[src/rtl/fqt_pkg.sv]
// shared types and constants of the queue with traversal
package fqt_pkg;

    localparam int DEFAULT_QUEUE_DEPTH = 16;
    localparam int DATA_W              = 32;

    typedef enum logic [1:0] {
        CMD_INSERT   = 2'd0,
        CMD_DELETE   = 2'd1,
        CMD_TRAVERSE = 2'd2
    } t_cmd;

    typedef enum logic [2:0] {
        ST_INSERTED = 3'd0,
        ST_DELETED  = 3'd1,
        ST_EMPTY    = 3'd2,
        ST_FULL     = 3'd3,
        ST_ELEMENT  = 3'd4
    } t_status;

    typedef struct packed {
        logic [1:0]               command;
        logic signed [DATA_W-1:0] data_value;
    } t_in_item;

    typedef struct packed {
        logic [2:0]               status;
        logic signed [DATA_W-1:0] item_value;
        logic                     last;
    } t_out_item;

    typedef enum logic [1:0] {
        S_IDLE,
        S_EXEC,
        S_WALK
    } t_state;

    typedef enum logic [1:0] {
        OP_NONE,
        OP_CAPTURE,
        OP_EXEC,
        OP_WALK
    } t_dp_op;

    typedef struct packed {
        logic cmd_known;
        logic walk_more;
        logic walk_last;
        logic out_free;
    } t_dp_status;

endpackage

[src/rtl/fqt_ctrl.sv]
// controller state machine sequencing commands and traversal
module fqt_ctrl
    import fqt_pkg::*;
(
    input  logic       i_clk,
    input  logic       i_rst_n,
    input  logic       i_in_valid,
    input  t_dp_status i_status,
    output logic       o_in_ready,
    output t_dp_op     o_op
);

    t_state r_state;
    t_state n_state;

    always_ff @(posedge i_clk) begin
        if (!i_rst_n) begin
            r_state <= S_IDLE;
        end else begin
            r_state <= n_state;
        end
    end

    always_comb begin
        n_state = r_state;
        unique case (r_state)
            S_IDLE: begin
                if (i_in_valid) begin
                    n_state = S_EXEC;
                end
            end
            S_EXEC: begin
                if (!i_status.cmd_known) begin
                    n_state = S_IDLE;
                end else if (i_status.out_free) begin
                    n_state = i_status.walk_more ? S_WALK : S_IDLE;
                end
            end
            S_WALK: begin
                if (i_status.out_free && i_status.walk_last) begin
                    n_state = S_IDLE;
                end
            end
            default: begin
                n_state = S_IDLE;
            end
        endcase
    end

    always_comb begin
        o_in_ready = 1'b0;
        o_op       = OP_NONE;
        unique case (r_state)
            S_IDLE: begin
                o_in_ready = 1'b1;
                if (i_in_valid) begin
                    o_op = OP_CAPTURE;
                end
            end
            S_EXEC: begin
                if (i_status.cmd_known && i_status.out_free) begin
                    o_op = OP_EXEC;
                end
            end
            S_WALK: begin
                if (i_status.out_free) begin
                    o_op = OP_WALK;
                end
            end
            default: begin
                o_op = OP_NONE;
            end
        endcase
    end

endmodule

[src/rtl/fqt_datapath.sv]
// ring storage, pointers, traversal walker and result register
module fqt_datapath
    import fqt_pkg::*;
#(
    parameter int QUEUE_DEPTH = DEFAULT_QUEUE_DEPTH
) (
    input  logic       i_clk,
    input  logic       i_rst_n,
    input  t_dp_op     i_op,
    input  t_in_item   i_in_item,
    input  logic       i_out_ready,
    output t_dp_status o_status,
    output logic       o_out_valid,
    output t_out_item  o_out_item
);

    localparam int IDX_W = (QUEUE_DEPTH > 1) ? $clog2(QUEUE_DEPTH) : 1;
    localparam int CNT_W = $clog2(QUEUE_DEPTH + 1);
    localparam int SUM_W = CNT_W + 1;

    function automatic logic [IDX_W-1:0] ring_next(input logic [IDX_W-1:0] slot);
        logic [IDX_W-1:0] v_res;
        if (slot == IDX_W'(QUEUE_DEPTH - 1)) begin
            v_res = '0;
        end else begin
            v_res = slot + IDX_W'(1);
        end
        return v_res;
    endfunction

    logic [DATA_W-1:0] mem [QUEUE_DEPTH];

    logic [IDX_W-1:0]  r_head;
    logic [IDX_W-1:0]  n_head;
    logic [IDX_W-1:0]  r_tail;
    logic [IDX_W-1:0]  n_tail;
    logic [CNT_W-1:0]  r_count;
    logic [CNT_W-1:0]  n_count;
    logic [IDX_W-1:0]  r_walk_slot;
    logic [IDX_W-1:0]  n_walk_slot;
    logic [CNT_W-1:0]  r_walk_left;
    logic [CNT_W-1:0]  n_walk_left;
    t_cmd              r_cmd;
    logic [DATA_W-1:0] r_data;
    logic [DATA_W-1:0] r_rd_data;
    logic              r_out_valid;
    logic              n_out_valid;
    t_out_item         r_out_item;
    t_out_item         n_out_item;

    logic              w_rd_en;
    logic [IDX_W-1:0]  w_rd_addr;
    logic              w_wr_en;
    logic              w_empty;
    logic              w_full;
    logic              w_out_free;
    logic              w_load;
    logic [SUM_W-1:0]  w_sum;
    logic [SUM_W-1:0]  w_ring_tail;

    assign w_empty    = (r_count == '0);
    assign w_full     = (r_count == CNT_W'(QUEUE_DEPTH));
    assign w_out_free = !r_out_valid || i_out_ready;

    assign o_status.cmd_known = (r_cmd == CMD_INSERT) || (r_cmd == CMD_DELETE)
                                || (r_cmd == CMD_TRAVERSE);
    assign o_status.walk_more = (r_cmd == CMD_TRAVERSE) && (r_count > CNT_W'(1));
    assign o_status.walk_last = (r_walk_left == CNT_W'(1));
    assign o_status.out_free  = w_out_free;

    assign o_out_valid = r_out_valid;
    assign o_out_item  = r_out_item;

    always_comb begin
        n_head      = r_head;
        n_tail      = r_tail;
        n_count     = r_count;
        n_walk_slot = r_walk_slot;
        n_walk_left = r_walk_left;
        n_out_item  = r_out_item;
        w_load      = 1'b0;
        w_rd_en     = 1'b0;
        w_rd_addr   = r_head;
        w_wr_en     = 1'b0;
        unique case (i_op)
            OP_CAPTURE: begin
                w_rd_en   = 1'b1;
                w_rd_addr = r_head;
            end
            OP_EXEC: begin
                w_load = 1'b1;
                n_out_item.item_value = '0;
                n_out_item.last       = 1'b1;
                unique case (r_cmd)
                    CMD_INSERT: begin
                        if (w_full) begin
                            n_out_item.status = ST_FULL;
                        end else begin
                            w_wr_en = 1'b1;
                            n_tail  = ring_next(r_tail);
                            n_count = r_count + CNT_W'(1);
                            n_out_item.status = ST_INSERTED;
                        end
                    end
                    CMD_DELETE: begin
                        if (w_empty) begin
                            n_out_item.status = ST_EMPTY;
                        end else begin
                            n_head  = ring_next(r_head);
                            n_count = r_count - CNT_W'(1);
                            n_out_item.status     = ST_DELETED;
                            n_out_item.item_value = r_rd_data;
                        end
                    end
                    CMD_TRAVERSE: begin
                        if (w_empty) begin
                            n_out_item.status = ST_EMPTY;
                        end else begin
                            n_out_item.status     = ST_ELEMENT;
                            n_out_item.item_value = r_rd_data;
                            n_out_item.last       = (r_count == CNT_W'(1));
                            n_walk_slot = ring_next(r_head);
                            n_walk_left = r_count - CNT_W'(1);
                            w_rd_en     = 1'b1;
                            w_rd_addr   = ring_next(r_head);
                        end
                    end
                    default: begin
                        w_load = 1'b0;
                    end
                endcase
            end
            OP_WALK: begin
                w_load = 1'b1;
                n_out_item.status     = ST_ELEMENT;
                n_out_item.item_value = r_rd_data;
                n_out_item.last       = (r_walk_left == CNT_W'(1));
                n_walk_slot = ring_next(r_walk_slot);
                n_walk_left = r_walk_left - CNT_W'(1);
                w_rd_en     = 1'b1;
                w_rd_addr   = ring_next(r_walk_slot);
            end
            default: begin
                w_load = 1'b0;
            end
        endcase
    end

    always_comb begin
        n_out_valid = r_out_valid;
        if (w_load) begin
            n_out_valid = 1'b1;
        end else if (i_out_ready) begin
            n_out_valid = 1'b0;
        end
    end

    always_ff @(posedge i_clk) begin
        if (!i_rst_n) begin
            r_head      <= '0;
            r_tail      <= '0;
            r_count     <= '0;
            r_walk_left <= '0;
            r_out_valid <= 1'b0;
        end else begin
            r_head      <= n_head;
            r_tail      <= n_tail;
            r_count     <= n_count;
            r_walk_left <= n_walk_left;
            r_out_valid <= n_out_valid;
        end
    end

    always_ff @(posedge i_clk) begin
        if (i_op == OP_CAPTURE) begin
            r_cmd  <= t_cmd'(i_in_item.command);
            r_data <= i_in_item.data_value;
        end
        r_walk_slot <= n_walk_slot;
        r_out_item  <= n_out_item;
    end

    // ring storage, one write and one registered read port
    always_ff @(posedge i_clk) begin
        if (w_wr_en) begin
            mem[r_tail] <= r_data;
        end
        if (w_rd_en) begin
            r_rd_data <= mem[w_rd_addr];
        end
    end

    always_comb begin
        w_sum = SUM_W'(r_head) + SUM_W'(r_count);
        if (w_sum >= SUM_W'(QUEUE_DEPTH)) begin
            w_ring_tail = w_sum - SUM_W'(QUEUE_DEPTH);
        end else begin
            w_ring_tail = w_sum;
        end
    end

    a_count_bound: assert property (@(posedge i_clk) disable iff (!i_rst_n)
        r_count <= CNT_W'(QUEUE_DEPTH))
        else $error("entry count beyond queue depth");

    a_tail_consistent: assert property (@(posedge i_clk) disable iff (!i_rst_n)
        w_ring_tail == SUM_W'(r_tail))
        else $error("tail does not match head plus count");

    a_walk_nonzero: assert property (@(posedge i_clk) disable iff (!i_rst_n)
        (i_op == OP_WALK) |-> (r_walk_left != '0))
        else $error("traversal step with nothing left");

    a_insert_grows: assert property (@(posedge i_clk) disable iff (!i_rst_n)
        (i_op == OP_EXEC && r_cmd == CMD_INSERT && !w_full)
        |=> (r_count == $past(r_count) + CNT_W'(1)))
        else $error("insert did not grow the queue");

    a_load_free: assert property (@(posedge i_clk) disable iff (!i_rst_n)
        w_load |-> w_out_free)
        else $error("result loaded over a pending item");

endmodule

[src/rtl/fifo_queue_with_traversal_unit.sv]
// top level of the bounded queue with insert, delete and traverse commands
// insert, delete: capture, then execute once the output is free; next item taken after that
// traverse of n entries: n results, one per cycle if unstalled; one registered memory read port
// an empty traverse gives an EMPTY result; an unknown command is dropped without a result
// reset clears head, tail, count and control; the entry store is not cleared
// results are held in an output register, so an item is taken while a result still waits
module fifo_queue_with_traversal_unit
    import fqt_pkg::*;
#(
    parameter int QUEUE_DEPTH = DEFAULT_QUEUE_DEPTH
) (
    input  logic      i_clk,
    input  logic      i_rst_n,
    input  logic      i_in_valid,
    output logic      o_in_ready,
    input  t_in_item  i_in_item,
    output logic      o_out_valid,
    input  logic      i_out_ready,
    output t_out_item o_out_item
);

    t_dp_op     w_op;
    t_dp_status w_status;

    fqt_ctrl u_ctrl (
        .i_clk      (i_clk),
        .i_rst_n    (i_rst_n),
        .i_in_valid (i_in_valid),
        .i_status   (w_status),
        .o_in_ready (o_in_ready),
        .o_op       (w_op)
    );

    fqt_datapath #(
        .QUEUE_DEPTH (QUEUE_DEPTH)
    ) u_datapath (
        .i_clk       (i_clk),
        .i_rst_n     (i_rst_n),
        .i_op        (w_op),
        .i_in_item   (i_in_item),
        .i_out_ready (i_out_ready),
        .o_status    (w_status),
        .o_out_valid (o_out_valid),
        .o_out_item  (o_out_item)
    );

endmodule
[config.mk]
export PLATFORM = sky130hd
export DESIGN_NAME = fifo_queue_with_traversal_unit
export DESIGN_NICKNAME = d
export VERILOG_FILES = /design/src/rtl/fqt_pkg.sv /design/src/rtl/fqt_ctrl.sv /design/src/rtl/fqt_datapath.sv /design/src/rtl/fifo_queue_with_traversal_unit.sv
export SDC_FILE = /design/constraint.sdc
export NUM_CORES = 1
export LEC_CHECK = 0
export BUFFER_PORTS_ARGS = -buffer_cell sky130_fd_sc_hd__buf_2
export CORE_MARGIN = 10
export CORE_UTILIZATION = 40
export DETAILED_ROUTE_END_ITERATION = 8
export PLACE_DENSITY = 0.6
export SYNTH_ARGS = -nofsm -noshare
export SYNTH_HDL_FRONTEND = slang
export SYNTH_SLANG_ARGS = --single-unit
[constraint.sdc]
create_clock -name i_clk -period 6.2 [get_ports i_clk]
set_clock_uncertainty 0.05 [all_clocks]
set_input_delay 1.55 -clock i_clk [delete_from_list [all_inputs] [get_ports i_clk]]
set_output_delay 1.55 -clock i_clk [all_outputs]
set_load 0.03 [all_outputs]
==> metrics.csv <==
stage;metric;value;unit
run_status;outcome;finished clean;
worst_hold_path;whs_path_depth;2;
critical_path;setup.worst_path.end_class;flip-flop;
timing;max_freq;0.223;GHz
timing;tightest_slew;1.09;ns
yosys;synth_cells;1374;
place;placedCellCount;2198;
cts;cts_buffers;68;
worst_hold_path;hold_start;u_datapath.r_walk_left[4]$_SDFFE_PN0P_;
yosys;synth_top_area_cell;edfxtp_1;
cts;cts_tree;yes;
cts;path_clk_slew;0.05;ns
critical_path;critPathLaunchType;input port;
cts;h-tree-depth;3;
detailed_routing;detail_route.iter0.violations;1144;
pwr;leakage;10.9;nW
detailed_routing;routed_wl;56500;um
critical_path;crit_path_start;i_out_ready;
yosys;synth_top_area_share;75.6;%
yosys;ys_seq_area_share;77.3;%
place;gp_routability_congestion;0.799;
yosys;yosysUniqueCellTypes;57;
pwr;p_sw;1.77;mW
detailed_routing;ant_nets;0;
detailed_routing;wl_per_cell;24.4;um
critical_path;rrSetupSlack;2.06;ns
detailed_routing;viasPerCell;5.46;
cts;clk_path_buf_depth;3;
final_layout;syn_to_final_growth;14.7;%
floorplan;core;0.0606;mm2
pwr;p_total;8.95;mW
pwr;clockPowerShare;43.9;%
yosys;synth_area;0.0246;mm2
yosys;ys_ff_latch;639;
place;io_buffers;75;
critical_path;critical_path_required;6.46;ns
yosys;yosysWarnings;0;
pwr;p_int;7.19;mW
timing;finalHoldViolCount;0;
floorplan;start_util;40.5;%
pwr;switching_share;19.8;%
critical_path;rr_worst_depth;9;
global_routing;grt_max_degree;58;
cts;post_cts_buffers;0;
global_routing;grt_usage;15.8;%
timing;setup_violations;0;
timing;rsz0062_at_grt;false;
cts;clock_sinks;639;
global_routing;first_global_vias;12700;
yosys;synth_nets;1428;
final_layout;fin_cells;2317;
final_layout;num-nets-final;1540;
detailed_routing;drt_pass1_iterations;5;
final_layout;final_layout_size_suffix_gt1_share;15.4;%
yosys;async_reset_ff_share;0;%
pwr;power_frac_seq;54.1;%
timing;slew_headroom;27.6;%
yosys;avgSynthCellArea;17.9;um2
global_routing;overflow;0;
detailed_routing;drc;0;
floorplan;fp.dieW;268;um
timing;fin_setup_tns;0;ns
floorplan;pin_count;76;
cts;worstSkewPairLatency;0.59;ns
critical_path;crit_path_max_fanout;52;
worst_hold_path;holdCritPathClass;reg -> reg;
floorplan;die_height;268;um
yosys;netlist_top_cells_area;edfxtp_1 (76%), mux2i_1 (11%), o22ai_1 (3.3%);
global_routing;antenna_found_initial;1;
timing;period_share;72.4;%
critical_path;r2r-start;u_datapath.r_count[0]$_SDFFE_PN0P_;
yosys;synth-edff-count;618;
timing;drv_slew;0;
final_layout;diodes;0;
yosys;synth_flop_cell;edfxtp_1;
timing;post-route-min-period;4.49;ns
detailed_routing;vias;12600;
pwr;pwr_density_cell;318;mW/mm2
floorplan;fp-row-count;90;
flow_run;drv_cap;0;
critical_path;arrival;4.75;ns
pwr;p_comb_share;2.0;%
floorplan;die-area;0.0717;mm2
pwr;ir_worst_vdd;0.191;mV
cts;hold_buffers;0;
global_routing;grt_first_pass_wirelength;83400;um
cts;root_buffer;clkbuf_16;
place;dp_hpwl;30500;um
critical_path;critical_path_class;in -> reg;
cts;cts_resized;0;
## per-stage QoR
stage / setup slack, ns / area [um2] / hold WS [ns] / utilization, %
after floorplan: 0.248 / 24600 / 0.421 / -
after global placement: 1.12 / 26000 / 0.455 / 42.9
after detailed placement: 1.18 / 26000 / 0.456 / 42.9
after CTS: 1.79 / 28200 / 0.467 / 46.5
after global routing: 1.62 / 28200 / 0.490 / 46.5
final: 1.71 / 28200 / 0.467 / 46.5
## layer usage
layer | part of all wire, % | vias to the layer above | GRT usage (%) | routed length, um
met4 | 2.1 | 0 | 5.05 | 1200
li1 | - | 5707 | - | -
met5 | 0 | - | 0 | 0
met1 | 45 | 6498 | 22.0 | 25600
met3 | 5.2 | 86 | 2.32 | 2970
met2 | 47 | 351 | 25.0 | 26700
## power by group through the flow
stage / sequential (mW) / combinational, mW / clock (mW)
final: 4.85 / 0.175 / 3.93
after global routing: 4.85 / 0.191 / 4.17
after CTS: 4.85 / 0.179 / 4.01
after detailed placement: 4.94 / 0.178 / 0
after global placement: 4.93 / 0.176 / 0
after floorplan: 4.93 / 0.0951 / 0
## flip-flops by register name, indices dropped and copies added, names as in the netlist, 5 cells and up
register,count
u_datapath.r_walk_left,5
u_datapath.r_data,32
u_datapath.mem,512
u_datapath.r_rd_data,32
u_datapath.o_out_item,36
u_datapath.r_count,5
## critical path: stages
cell	delay, ns
buf_2	0.08
nor2b_1	0.14
nor2_1	0.50
a221oi_1	0.25
a21oi_4	0.68
buf_12	0.41
mux2i_1	0.34
o22ai_1	0.21
or4_1	0.53
## cell type report
class / count / area [um2]
Fill cell: 5123 / 32400
Sequential cell: 639 / 19000
Multi-Input combinational cell: 645 / 5260
Clock buffer: 87 / 1880
Tap cell: 782 / 978
Timing Repair Buffer: 115 / 738
Clock inverter: 32 / 273
Inverter: 17 / 63.8
## kinds of logic (layout without fill, tap and decap cells)
group / count (synthesis) / count (layout) / synth area share, %
muxes: 262 / 262 / 10.7
xor gates and xnor gates: 13 / 13 / 0.464
DFF: 639 / 639 / 77.3
buffers and inverters: 90 / 251 / 1.79
AOI/OAI and AO/OA: 186 / 186 / 4.80
and+or+nand+nor: 168 / 168 / 4.17
adders and majority gates: 16 / 16 / 0.815
## cell usage after synthesis (3+ instances only)
| master | count |
|---|---|
| mux2i_1 | 261 |
| buf_6 | 5 |
| nor2_1 | 23 |
| nand2b_1 | 4 |
| or4_1 | 33 |
| xnor2_1 | 8 |
| edfxtp_1 | 618 |
| nor2b_1 | 6 |
| dfxtp_1 | 21 |
| clkbuf_1 | 18 |
| o22ai_1 | 130 |
| or3_1 | 4 |
| nand2_1 | 16 |
| buf_2 | 46 |
| nor4_1 | 5 |
| nand3_1 | 10 |
| a21oi_1 | 15 |
| xor2_1 | 5 |
| nor3_1 | 8 |
| a31oi_1 | 6 |
| o21ai_0 | 11 |
| inv_1 | 17 |
| ha_1 | 16 |
| and3_1 | 4 |
| and2_1 | 42 |
| o31ai_1 | 3 |
## placed cells by master (no fill, tap or decap), types with 14 or more instances in the layout
cell type and count:
ha_1 16, edfxtp_1 618, o22ai_1 130, clkinv_1 17, inv_1 17, a21oi_1 14, mux2i_1 261, buf_2 75
and2_1 37, nand2_1 16, clkbuf_16 73, or4_1 33, dfxtp_1 21, clkbuf_1 14, buf_4 35, nor2_1 18
## path summary, 6_finish.rpt
path,to
hold reg to reg,u_datapath.r_walk_left[4]$_SDFFE_PN0P_
setup / recovery,u_datapath.r_rd_data[24]$_DFFE_PP_
setup reg to reg,u_datapath.r_rd_data[24]$_DFFE_PP_
hold / removal,u_datapath.r_walk_left[4]$_SDFFE_PN0P_
Note: power is estimated with default switching activity, not from simulation.
